[src/design/temperature_scratchpad_crc_decoder_macros.svh]
// ----------------------------------------------------------------------------
// temperature scratchpad crc decoder assertion macros
// concurrent assertion helpers used by the top-level decoder
// ----------------------------------------------------------------------------
`ifndef TEMPERATURE_SCRATCHPAD_CRC_DECODER_MACROS_SVH
`define TEMPERATURE_SCRATCHPAD_CRC_DECODER_MACROS_SVH

// same-cycle implication, disabled while reset is asserted
`define TSCD_ASSERT_NOW(label, clk, rstn, ante, cons, msg) \
    label: assert property (@(posedge clk) disable iff (!(rstn)) (ante) |-> (cons)) \
        else $error(msg);

// next-cycle implication, disabled while reset is asserted
`define TSCD_ASSERT_NEXT(label, clk, rstn, ante, cons, msg) \
    label: assert property (@(posedge clk) disable iff (!(rstn)) (ante) |=> (cons)) \
        else $error(msg);

`endif

[src/design/tscd_pkg.sv]
`default_nettype none
// ----------------------------------------------------------------------------
// tscd_pkg
// shared types, constants and the crc-8 step for the scratchpad decoder
// ----------------------------------------------------------------------------
package tscd_pkg;

    localparam logic [7:0]  CRC_POLY      = 8'h8C;
    localparam logic [3:0]  LAST_POSITION = 4'd8;
    localparam logic [15:0] POS_SPLIT     = 16'd2000;
    // 625/10 reduced to 125/2 so the halving is a plain shift
    localparam logic [31:0] POS_MUL       = 32'd125;
    localparam logic [15:0] NEG_OFFSET    = 16'hFFFF;
    localparam logic [31:0] NEG_MUL       = 32'(55 * 1000);
    // divide by 879 as a multiply by 2^41/879 rounded up and a shift by 41;
    // the rounding error stays below one step for any numerator under 2^32
    localparam logic [31:0] NEG_RECIP     = 32'd2501732942;
    localparam int          NEG_SHIFT     = 41;

    localparam int FIFO_DEPTH_DEFAULT = 2;

    localparam int TEMP_W = 23;

    typedef struct packed {
        logic [15:0] raw;
        logic [7:0]  crc;
        logic        ok;
    } tscd_frame_t;

    typedef struct packed {
        logic full;
        logic empty;
    } tscd_fifo_status_t;

    typedef enum logic [1:0] {
        BK_IDLE,
        BK_MUL,
        BK_DIV,
        BK_DONE
    } back_state_t;

    // one byte of the reflected crc-8, lsb first
    function automatic logic [7:0] crc8_update(input logic [7:0] crc, input logic [7:0] data);
        logic [7:0] c;
        c = crc ^ data;
        for (int k = 0; k < 8; k++) begin
            c = c[0] ? ((c >> 1) ^ CRC_POLY) : (c >> 1);
        end
        return c;
    endfunction

endpackage
`default_nettype wire

[src/design/tscd_front.sv]
`default_nettype none
// ----------------------------------------------------------------------------
// tscd_front
// byte intake: position count, running crc, raw capture, frame push
// ----------------------------------------------------------------------------
module tscd_front (
    input  wire logic                          aclk,
    input  wire logic                          aresetn,
    input  wire logic                          s_valid,
    output logic                               s_ready,
    input  wire logic [7:0]                    s_data_byte,
    input  wire tscd_pkg::tscd_fifo_status_t   fifo_stat,
    output logic                               push,
    output tscd_pkg::tscd_frame_t              push_data
);
    import tscd_pkg::*;

    logic [3:0] pos_reg, pos_next;
    logic [7:0] crc_reg, crc_next;
    logic [7:0] lo_reg, lo_next;
    logic [7:0] hi_reg, hi_next;
    logic       last;
    logic       accept;

    // anything at or past the ninth position closes the frame
    assign last    = (pos_reg >= LAST_POSITION);
    assign s_ready = !last || !fifo_stat.full;
    assign accept  = s_valid && s_ready;
    assign push    = accept && last;

    assign push_data.raw = {hi_reg, lo_reg};
    assign push_data.crc = crc_reg;
    assign push_data.ok  = (crc_reg == s_data_byte);

    always_comb begin
        pos_next = pos_reg;
        crc_next = crc_reg;
        lo_next  = lo_reg;
        hi_next  = hi_reg;
        if (accept) begin
            if (last) begin
                pos_next = '0;
                crc_next = '0;
            end else begin
                pos_next = pos_reg + 4'd1;
                crc_next = crc8_update(crc_reg, s_data_byte);
                if (pos_reg == 4'd0) begin
                    lo_next = s_data_byte;
                end
                if (pos_reg == 4'd1) begin
                    hi_next = s_data_byte;
                end
            end
        end
    end

    always_ff @(posedge aclk) begin
        if (!aresetn) begin
            pos_reg <= '0;
            crc_reg <= '0;
            lo_reg  <= '0;
            hi_reg  <= '0;
        end else begin
            pos_reg <= pos_next;
            crc_reg <= crc_next;
            lo_reg  <= lo_next;
            hi_reg  <= hi_next;
        end
    end

endmodule
`default_nettype wire

[src/design/tscd_fifo.sv]
`default_nettype none
// ----------------------------------------------------------------------------
// tscd_fifo
// small frame queue between intake and arithmetic
// ----------------------------------------------------------------------------
module tscd_fifo #(
    parameter int DEPTH = tscd_pkg::FIFO_DEPTH_DEFAULT  // two or more
) (
    input  wire logic                        aclk,
    input  wire logic                        aresetn,
    input  wire logic                        push,
    input  wire tscd_pkg::tscd_frame_t       push_data,
    input  wire logic                        pop,
    output tscd_pkg::tscd_frame_t            rd_data,
    output tscd_pkg::tscd_fifo_status_t      stat
);
    import tscd_pkg::*;

    localparam int PTR_W = $clog2(DEPTH);
    localparam int CNT_W = $clog2(DEPTH + 1);
    localparam logic [PTR_W-1:0] PTR_LAST = PTR_W'(DEPTH - 1);
    localparam logic [CNT_W-1:0] CNT_FULL = CNT_W'(DEPTH);

    tscd_frame_t       mem_reg [DEPTH];
    logic [PTR_W-1:0]  wr_ptr_reg, wr_ptr_next;
    logic [PTR_W-1:0]  rd_ptr_reg, rd_ptr_next;
    logic [CNT_W-1:0]  cnt_reg, cnt_next;
    logic              do_push, do_pop;

    assign stat.full  = (cnt_reg == CNT_FULL);
    assign stat.empty = (cnt_reg == '0);
    assign do_push    = push && !stat.full;
    assign do_pop     = pop && !stat.empty;
    assign rd_data    = mem_reg[rd_ptr_reg];

    always_comb begin
        wr_ptr_next = wr_ptr_reg;
        rd_ptr_next = rd_ptr_reg;
        cnt_next    = cnt_reg;
        if (do_push) begin
            wr_ptr_next = (wr_ptr_reg == PTR_LAST) ? '0 : wr_ptr_reg + PTR_W'(1);
        end
        if (do_pop) begin
            rd_ptr_next = (rd_ptr_reg == PTR_LAST) ? '0 : rd_ptr_reg + PTR_W'(1);
        end
        case ({do_push, do_pop})
            2'b10:   cnt_next = cnt_reg + CNT_W'(1);
            2'b01:   cnt_next = cnt_reg - CNT_W'(1);
            default: cnt_next = cnt_reg;
        endcase
    end

    always_ff @(posedge aclk) begin
        if (!aresetn) begin
            wr_ptr_reg <= '0;
            rd_ptr_reg <= '0;
            cnt_reg    <= '0;
        end else begin
            wr_ptr_reg <= wr_ptr_next;
            rd_ptr_reg <= rd_ptr_next;
            cnt_reg    <= cnt_next;
        end
    end

    always_ff @(posedge aclk) begin
        if (do_push) begin
            mem_reg[wr_ptr_reg] <= push_data;
        end
    end

endmodule
`default_nettype wire

[src/design/tscd_back.sv]
`default_nettype none
// ----------------------------------------------------------------------------
// tscd_back
// temperature arithmetic: scale multiply, reciprocal divide by 879, output register
// ----------------------------------------------------------------------------
module tscd_back (
    input  wire logic                          aclk,
    input  wire logic                          aresetn,
    input  wire tscd_pkg::tscd_fifo_status_t   fifo_stat,
    input  wire tscd_pkg::tscd_frame_t         rd_data,
    output logic                               pop,
    output logic                               m_valid,
    input  wire logic                          m_ready,
    output logic signed [tscd_pkg::TEMP_W-1:0] m_temperature_milli,
    output logic                               m_crc_ok,
    output logic [7:0]                         m_crc_value
);
    import tscd_pkg::*;

    back_state_t          state_reg, state_next;
    logic [15:0]          raw_reg, raw_next;
    logic [7:0]           crc_reg, crc_next;
    logic                 ok_reg, ok_next;
    logic                 neg_reg, neg_next;
    logic [31:0]          n_reg, n_next;

    logic                 m_valid_reg, m_valid_next;
    logic [TEMP_W-1:0]    temp_reg, temp_next;
    logic                 ok_out_reg, ok_out_next;
    logic [7:0]           crc_out_reg, crc_out_next;

    logic [15:0]          diff;
    logic [63:0]          prod;
    logic [63-NEG_SHIFT:0] quot;
    logic                 load;

    assign diff = NEG_OFFSET - raw_reg;
    assign prod = {32'd0, n_reg} * {32'd0, NEG_RECIP};
    assign quot = prod[63:NEG_SHIFT];

    always_comb begin
        state_next   = state_reg;
        raw_next     = raw_reg;
        crc_next     = crc_reg;
        ok_next      = ok_reg;
        neg_next     = neg_reg;
        n_next       = n_reg;
        pop          = 1'b0;
        load         = 1'b0;
        temp_next    = temp_reg;
        ok_out_next  = ok_out_reg;
        crc_out_next = crc_out_reg;
        case (state_reg)
            BK_IDLE: begin
                if (!fifo_stat.empty) begin
                    pop        = 1'b1;
                    raw_next   = rd_data.raw;
                    crc_next   = rd_data.crc;
                    ok_next    = rd_data.ok;
                    state_next = BK_MUL;
                end
            end
            BK_MUL: begin
                neg_next = (raw_reg >= POS_SPLIT);
                if (raw_reg >= POS_SPLIT) begin
                    n_next = 32'(diff) * NEG_MUL;
                end else begin
                    n_next = 32'(raw_reg) * POS_MUL;
                end
                state_next = (ok_reg && (raw_reg >= POS_SPLIT)) ? BK_DIV : BK_DONE;
            end
            BK_DIV: begin
                // quotient by 879 from the reciprocal product
                n_next     = 32'(quot);
                state_next = BK_DONE;
            end
            BK_DONE: begin
                if (!m_valid_reg || m_ready) begin
                    load         = 1'b1;
                    ok_out_next  = ok_reg;
                    crc_out_next = crc_reg;
                    if (!ok_reg) begin
                        temp_next = '0;
                    end else if (neg_reg) begin
                        temp_next = TEMP_W'(0) - n_reg[TEMP_W-1:0];
                    end else begin
                        temp_next = n_reg[TEMP_W:1];
                    end
                    state_next = BK_IDLE;
                end
            end
            default: begin
                state_next = BK_IDLE;
            end
        endcase
        m_valid_next = (m_valid_reg && !m_ready) || load;
    end

    always_ff @(posedge aclk) begin
        if (!aresetn) begin
            state_reg   <= BK_IDLE;
            m_valid_reg <= 1'b0;
        end else begin
            state_reg   <= state_next;
            m_valid_reg <= m_valid_next;
        end
    end

    always_ff @(posedge aclk) begin
        raw_reg     <= raw_next;
        crc_reg     <= crc_next;
        ok_reg      <= ok_next;
        neg_reg     <= neg_next;
        n_reg       <= n_next;
        temp_reg    <= temp_next;
        ok_out_reg  <= ok_out_next;
        crc_out_reg <= crc_out_next;
    end

    assign m_valid             = m_valid_reg;
    assign m_temperature_milli = temp_reg;
    assign m_crc_ok            = ok_out_reg;
    assign m_crc_value         = crc_out_reg;

endmodule
`default_nettype wire

[src/design/temperature_scratchpad_crc_decoder.sv]
`default_nettype none
// ----------------------------------------------------------------------------
// temperature_scratchpad_crc_decoder
// nine-byte sensor scratchpad in, crc check and milli-degree temperature out
// ----------------------------------------------------------------------------
// usage:
//   s_valid/s_ready/s_data_byte carries scratchpad bytes, byte 0 first, one
//   byte per transfer. bytes 0 to 7 feed a reflected crc-8 (0x8c); the ninth
//   byte is compared with it and closes the frame.
//   m_valid/m_ready carries one result per frame: crc flag, computed crc and
//   the temperature in milli-degrees (forced to zero when the crc fails).
//   after the ninth byte, a frame passes the queue, BK_IDLE, BK_MUL and
//   BK_DONE before m_valid rises for readings below 2000 counts or a failed
//   crc; the upper (negative) range also passes BK_DIV, whose reciprocal
//   multiply divides by 879. bytes are taken one per cycle unless a full
//   queue holds the ninth byte; the back end uses fewer states per frame
//   than 9 byte transfers, so bytes flow on while the receiver takes results.
//   a frame queue (FIFO_DEPTH entries, two or more) sits between the byte
//   front end and the arithmetic, and the result sits in an output register,
//   so a stalled receiver only holds s_ready low on a ninth byte once the
//   queue has filled up.
//   reset (aresetn low, synchronous) returns to byte 0 with a zero crc and
//   drops any queued or pending result.
// ----------------------------------------------------------------------------
`include "temperature_scratchpad_crc_decoder_macros.svh"

module temperature_scratchpad_crc_decoder #(
    parameter int FIFO_DEPTH = tscd_pkg::FIFO_DEPTH_DEFAULT
) (
    input  wire logic                          aclk,
    input  wire logic                          aresetn,
    // byte input channel
    input  wire logic                          s_valid,
    output logic                               s_ready,
    input  wire logic [7:0]                    s_data_byte,
    // result channel
    output logic                               m_valid,
    input  wire logic                          m_ready,
    output logic signed [tscd_pkg::TEMP_W-1:0] m_temperature_milli,
    output logic                               m_crc_ok,
    output logic [7:0]                         m_crc_value
);
    import tscd_pkg::*;

    // frame hand-off between the front end and the queue
    logic              push;
    tscd_frame_t       push_data;
    // queue to back end
    logic              pop;
    tscd_frame_t       rd_data;
    tscd_fifo_status_t fifo_stat;

    // byte intake and crc
    tscd_front u_front (
        .aclk        (aclk),
        .aresetn     (aresetn),
        .s_valid     (s_valid),
        .s_ready     (s_ready),
        .s_data_byte (s_data_byte),
        .fifo_stat   (fifo_stat),
        .push        (push),
        .push_data   (push_data)
    );

    // completed frames waiting for the arithmetic
    tscd_fifo #(
        .DEPTH (FIFO_DEPTH)
    ) u_fifo (
        .aclk      (aclk),
        .aresetn   (aresetn),
        .push      (push),
        .push_data (push_data),
        .pop       (pop),
        .rd_data   (rd_data),
        .stat      (fifo_stat)
    );

    // temperature conversion and output register
    tscd_back u_back (
        .aclk                (aclk),
        .aresetn             (aresetn),
        .fifo_stat           (fifo_stat),
        .rd_data             (rd_data),
        .pop                 (pop),
        .m_valid             (m_valid),
        .m_ready             (m_ready),
        .m_temperature_milli (m_temperature_milli),
        .m_crc_ok            (m_crc_ok),
        .m_crc_value         (m_crc_value)
    );

    // a frame is never pushed into a full queue
    `TSCD_ASSERT_NOW(a_push_not_full, aclk, aresetn, push, !fifo_stat.full, "push into full queue")
    // the back end never pops an empty queue
    `TSCD_ASSERT_NOW(a_pop_not_empty, aclk, aresetn, pop, !fifo_stat.empty, "pop from empty queue")
    // a failed crc always reports a zero temperature
    `TSCD_ASSERT_NOW(a_bad_crc_zero, aclk, aresetn, m_valid && !m_crc_ok,
        m_temperature_milli == '0, "temperature not zero on crc failure")
    // a pushed frame shows the queue non-empty on the next cycle
    `TSCD_ASSERT_NEXT(a_push_visible, aclk, aresetn, push && !pop, !fifo_stat.empty,
        "pushed frame lost")

endmodule
`default_nettype wire

[config.mk]
export PLATFORM = sky130hd
export DESIGN_NAME = temperature_scratchpad_crc_decoder
export DESIGN_NICKNAME = d
export VERILOG_FILES = /design/src/design/tscd_pkg.sv /design/src/design/tscd_front.sv /design/src/design/tscd_fifo.sv /design/src/design/tscd_back.sv /design/src/design/temperature_scratchpad_crc_decoder.sv
export VERILOG_INCLUDE_DIRS = /design/src /design/src/design
export SDC_FILE = /design/constraint.sdc
export NUM_CORES = 2
export LEC_CHECK = 0
export BUFFER_PORTS_ARGS = -buffer_cell sky130_fd_sc_hd__buf_2
export CORE_MARGIN = 2
export CORE_UTILIZATION = 67
export DETAILED_ROUTE_END_ITERATION = 8
export PLACE_DENSITY = 0.83
export SKIP_LAST_GASP = 1
export SYNTH_ARGS = -nofsm -noshare
export SYNTH_HDL_FRONTEND = slang
export SYNTH_HIERARCHICAL = 1
export SYNTH_SLANG_ARGS = --single-unit
[constraint.sdc]
create_clock -name aclk -period 7.6 [get_ports aclk]
set_input_delay 0.76 -clock aclk [delete_from_list [all_inputs] [get_ports aclk]]
set_output_delay 0.76 -clock aclk [all_outputs]
set_load 0.02 [all_outputs]
==> Word level (Yosys, flattened, before mapping) <==
Memories as Yosys holds them, arrays and structs flattened. A register that Yosys moved wholly into a read port is not among the register bits.
Cells that the tools add are included.
{ "totals": {"memories": 1, "in_bits": 12, "ramBits": 50, "out_inout_bits": 34, "regBits": 100, "word_cells": 98} }
{ "memory_table": {"columns": ["memory", "depth", "word_bits", "read_ports", "rd_ports_with_merged_regs", "write_ports", "line", "rtl"], "rows": [
  ["u_fifo.mem_reg", 2, 25, 1, 1, 1, "tscd_fifo.sv:24", "tscd_frame_t mem_reg [DEPTH];"]
]} }
{ "classes": {"add_sub_neg": 7, "multipliers": 3, "bitwise": 11, "n_eq_ne": 10, "n_reduce_logical": 24, "n_mux": 26, "order_cmp": 2} }
{ "ops": {"columns": ["cell", "count"], "rows": [
  ["$mux 8", 9],
  ["$pmux 32 s2", 1],
  ["$mul 32x31->63 const B", 1],
  ["$mux 32", 1],
  ["$mul 16x13->29 const B", 1],
  ["$not 2->3", 8],
  ["$mul 16x7->23 const B", 1],
  ["$mux 23", 1],
  ["$sub 1x23->23 const A", 1],
  ["$ge 16x11->1 const B", 1],
  ["$sub 16x16->16 const A", 1],
  ["$mux 1", 9],
  ["$eq 2x2->1 const B", 4],
  ["$eq 8x8->1", 1],
  ["$pmux 2 s4", 1],
  ["$xor 8x8->8", 1],
  ["$logic_and 1x1->1", 6],
  ["$reduce_and 2->1", 3],
  ["$reduce_and 3->1", 2],
  ["$logic_not 1->1", 5],
  ["$add 4x1->4 const B", 1],
  ["$eq 2x1->1 const B", 2],
  ["$eq 4x1->1 const B", 1],
  ["$ge 4x4->1 const B", 1],
  ["other kinds (13)", 20]
]} }

==> Depth between registers and ports, before layout <==
{ "depth": {"ltp_word": 18, "mapped_depth": 27} }

==> Hierarchy <==
The synthesis kept the hierarchy.
{ "by_module_without_submodules": {"columns": ["mod", "area_per_inst_um2", "instances", "cells_each"], "rows": [
  ["tscd_back", 27308.7, 1, 2559],
  ["tscd_fifo", 2034.5, 1, 104],
  ["tscd_front", 1405.1, 1, 163]
]} }

==> Least setup slack after synthesis <==
Ideal clock, no wire load.
{ "synth_timing": {"path_kind": "reg-to-reg", "start": "reg u_back.n_reg[22]", "end": "reg u_back.n_reg[15], data pin", "path_slack_ns": 0.696, "path_buffers": 0, "arrival_ns": 6.632, "path_stages_with_launch": 24, "setup_time_ns": 0.272, "cell_sequence": "edfxtp_1 ha_1 fa_1 inv_1 fa_1 fa_1 inv_1 fa_1 fa_1 fa_1 inv_1 fa_1 inv_1 ha_1 nand4_2 nor4_2 nand4_1 a2111oi_4 o21ai_2 a311oi_2 o21ai_2 o31ai_1 xnor2_1 mux2i_1"} }
{ "synth_between": {"elab_chain_cells": 2} }
{ "synth_rtl": {"columns": ["element", "line", "rtl"], "rows": [
  ["start, declared", "tscd_back.sv:25", "logic [31:0] n_reg, n_next;"],
  ["start signal, assigned", "tscd_back.sv:114", "n_reg <= n_next;"],
  ["$mul 32x31->63", "tscd_back.sv:38", "assign prod = {32'd0, n_reg} * {32'd0, NEG_RECIP};"],
  ["$pmux 32 s2", "tscd_back.sv:53", "case (state_reg)"],
  ["via u_back.n_next[15]", "tscd_back.sv:25", null]
]} }
The timed path passes the listed nets, and every way through them passes these cells.
A chain may end at the register's enable or synchronous reset.

==> Worst setup path in the final report <==
{ "layout_timing": {"start": "reg u_back.n_reg[17]", "end": "reg u_back.n_reg[15], data pin"} }
Same word-level chain as after synthesis.

==> metrics.md <==
| Metric | Value |
|---|---|
| Clock latency on the worst-skew pair | 460 ps |
| First-pass GRT wire length | 127 mm |
| Final #Nets | 4094 |
| Clock Tree Root | clkbuf_16 |
| 1st-iter DRT viols | 1668 |
| Vias in the first global route | 23200 |
| Number of antenna-violating nets in the routed design | 0 |
| Post-Syn Area per Cell | 10.9 um2 |
| Placer Congestion | 1.14 |
| Kind of critical path | register to register |
| Crit end category | register |
| Fmax | 133 MHz |
| Largest net degree at the start of global routing | 40 |
| Top FF cell, synth | edfxtp_1 |
| Site Rows | 78 |
| Diodes inserted | 0 |
| Initial antenna violation count | 1 |
| Multi-input logic area | 23400 um2 |
| Total CTS buffers | 17 |
| Post-Place Cells | 3502 |
| Worst EP arrival | 7690 ps |
| Largest fanout on the critical path | 4 |
| Post-DR vias/cell | 5.91 |
| Sequential cell area | 4920 um2 |
| Hold-fix buffers, CTS | 0 |
| Grt total ovfl | 0 |
| I/O pins | 46 |
| Async SR Flop Fraction | 0% |
| Initial Utilization | 67.8% |
| Tot GR Track Use | 35.5% |
| Routed wire length | 82.0 mm |
| Yosys warns | 6 |
| Seq/Total Area, Yosys | 16.0% |
| MaxCap Viol Count | 0 |
| Final setup violation count | 0 |
| CTS tree | built |
| #FFs+latches synth | 176 |
| Final Cycle Share | 98.7% |
| Worst hold path startpoint | u_back/crc_reg[2] |
| Reg2reg start | u_back/n_reg[17] |
| FF-to-FF path depth | 22 |
| Worst Tran Pin Value | 1290 ps |
| Mapped Area | 30700 um2 |
| CTS Buffer Depth | 2 |
| R2r endpoint | u_back/n_reg[15] |
| Port bufs | 45 |
| DPL Wire Length | 69.6 mm |
| Reg2Reg Setup Slack | 100 ps |
| Hold Path Cell Cnt | 0 |
| Cells after synthesis | 2826 |
| Drt drc | 0 |
| Via count | 21200 |
| Min-delay worst type | register to register |
| Chip Height | 218 um |
| Number of synthesized flops with an enable pin | 140 |
| Clock Pin Slew Worst Setup and Hold Paths | 80 ps |
| Max Slew Vio Count | 0 |
| Max reg flops | 50 |
| H-tree levels | 4 |
| Slew HR | 13.8% |
| WP data required | 7790 ps |
| Avg WL per Cell | 22.9 um |
| Synth Net Count | 3947 |
| Distinct cells, synth | 69 |
| Die width | 218 um |
| Critical path launch point type | register |
| Layout Skew | 23.9 ps |
| Status | complete, no violations |
| Hold EP | u_back/m_crc_value[2] |
| Die area | 47600 um2 |
| Ratio of cells with drive above 1 in the final layout | 9.85% |
| Final Hold Violating Endpoints | 0 |
| Core Area | 45400 um2 |
| Unrepaired setup endpoints after global routing | true |
| Fillers | 2993 |
| Tmin final | 7500 ps |
| Non-Filler Instances | 3586 |
| TritonRoute pass-1 iters | 5 |
| CTS Sinks | 176 |
| Synthesis-to-finish area growth | 8.73% |
[metrics by stage]
stage | hold slack (ps) | area [um2] | setup TNS, ps | utilization, % | worst slack (ps)
finish | 430 | 33400 | 0 | 73.7 | 99.4
detailed placement | 410 | 32000 | 0 | 70.6 | 52.9
floorplan | 400 | 30700 | 0 | - | 696
global placement | 402 | 32000 | 0 | 70.6 | 85.6
global route | 436 | 33400 | -124 | 73.7 | -92.8
CTS | 432 | 32600 | 0 | 71.9 | 22.7
[cell type report]
class,instances,share of cell area (%)
Tap cell,600,2.25
Multi-Input combinational cell,1898,69.9
Timing Repair Buffer,153,3.19
Clock inverter,14,0.487
Sequential cell,176,14.7
Clock buffer,18,1.31
Inverter,727,8.17
[layout by cell type (no fill, tap or decap), drive strengths merged, types with 3 or more instances in the layout]
cell	count
nand4	18
a211o	3
o21ai	61
buf	153
mux2	27
and3	10
dfxtp	36
a21boi	20
o21bai	18
nand3	32
nor2b	30
o31ai	6
mux2i	24
nand2	107
o21a	9
xnor2	83
a2111oi	3
clkinv	5
a21o	46
a211oi	17
nor3	19
clkbuf	18
nor2	61
and4	4
xor2	26
nand2b	9
ha	579
nor4	4
a21oi	85
o211ai	4
a31oi	11
fa	530
or3	7
inv	733
and2	19
edfxtp	140
[cells in the mapped netlist (all sizes together), types with 6 or more instances]
library cell / count / area [um2]
a211oi: 17 / 128
a21boi: 20 / 150
a21o: 46 / 348
a21oi: 85 / 425
a31oi: 11 / 68.8
and2: 19 / 119
and3: 10 / 65.1
buf: 6 / 30.0
clkbuf: 19 / 101
dfxtp: 36 / 721
edfxtp: 140 / 4200
fa: 530 / 10600
ha: 579 / 7240
inv: 726 / 2730
mux2: 27 / 304
mux2i: 24 / 240
nand2: 107 / 402
nand2b: 9 / 58.8
nand3: 32 / 160
nand4: 18 / 119
nor2: 61 / 229
nor2b: 30 / 188
nor3: 19 / 95.1
o21a: 9 / 67.6
o21ai: 61 / 313
o21bai: 18 / 135
o31ai: 6 / 45.0
or3: 7 / 43.8
xnor2: 83 / 757
xor2: 26 / 228
[worst max path at each step]
stage	from	endpoint	slack, ps	depth (start not counted)
3_3_place_gp	u_back/n_reg[17]	u_back/n_reg[19]	90	25
4_1_cts	u_back/n_reg[17]	u_back/n_reg[19]	20	26
3_5_place_dp	u_back/n_reg[17]	u_back/n_reg[19]	50	26
5_1_grt	u_back/n_reg[20]	u_back/n_reg[15]	-90	21
2_1_floorplan	u_back/n_reg[22]	u_back/n_reg[15]	700	23
6_report	u_back/n_reg[17]	u_back/n_reg[15]	100	22
[cells by family after synthesis]
logic type | count (synthesis) | synth area share, %
and+or+nand+nor | 324 | 5.14
buffers and inverters | 752 | 9.30
xor gates and xnor gates | 110 | 3.28
muxes | 51 | 1.77
AOI/OAI and AO/OA | 304 | 6.43
DFF | 176 | 16.0
adders and majority gates | 1109 | 58.1
[critical path: stages, from the launching register on]
cell       delay [ps]
edfxtp_1          580
buf_6             210
ha_4              260
fa_1              610
inv_2              70
fa_2              360
fa_1              560
inv_1              60
fa_1              460
fa_1              550
fa_1              440
fa_1              530
ha_4              310
nand2_1            90
nor4_4            250
nand4_1           180
a2111oi_4         560
o21ai_2           180
a311oi_2          370
o21ai_2           140
o31ai_2           260
xnor2_1           150
mux2i_1            90
[timing repair]
action	in CTS	in global routing
gates resized for setup	0	72
buffers inserted	0	52
endpoints found under the setup margin	0	16
[routing by layer]
metal	share of wire, %	global-route usage (%)	vias up
li1	-	-	9320
met1	37	42.5	10700
met2	50	62.4	909
met3	6.8	5.05	314
met4	6.3	18.7	2
met5	0.013	0	-
Power is left out: the tool's default activity adds up to more than one toggle a clock period on the data nets, which glitch-free logic cannot reach.
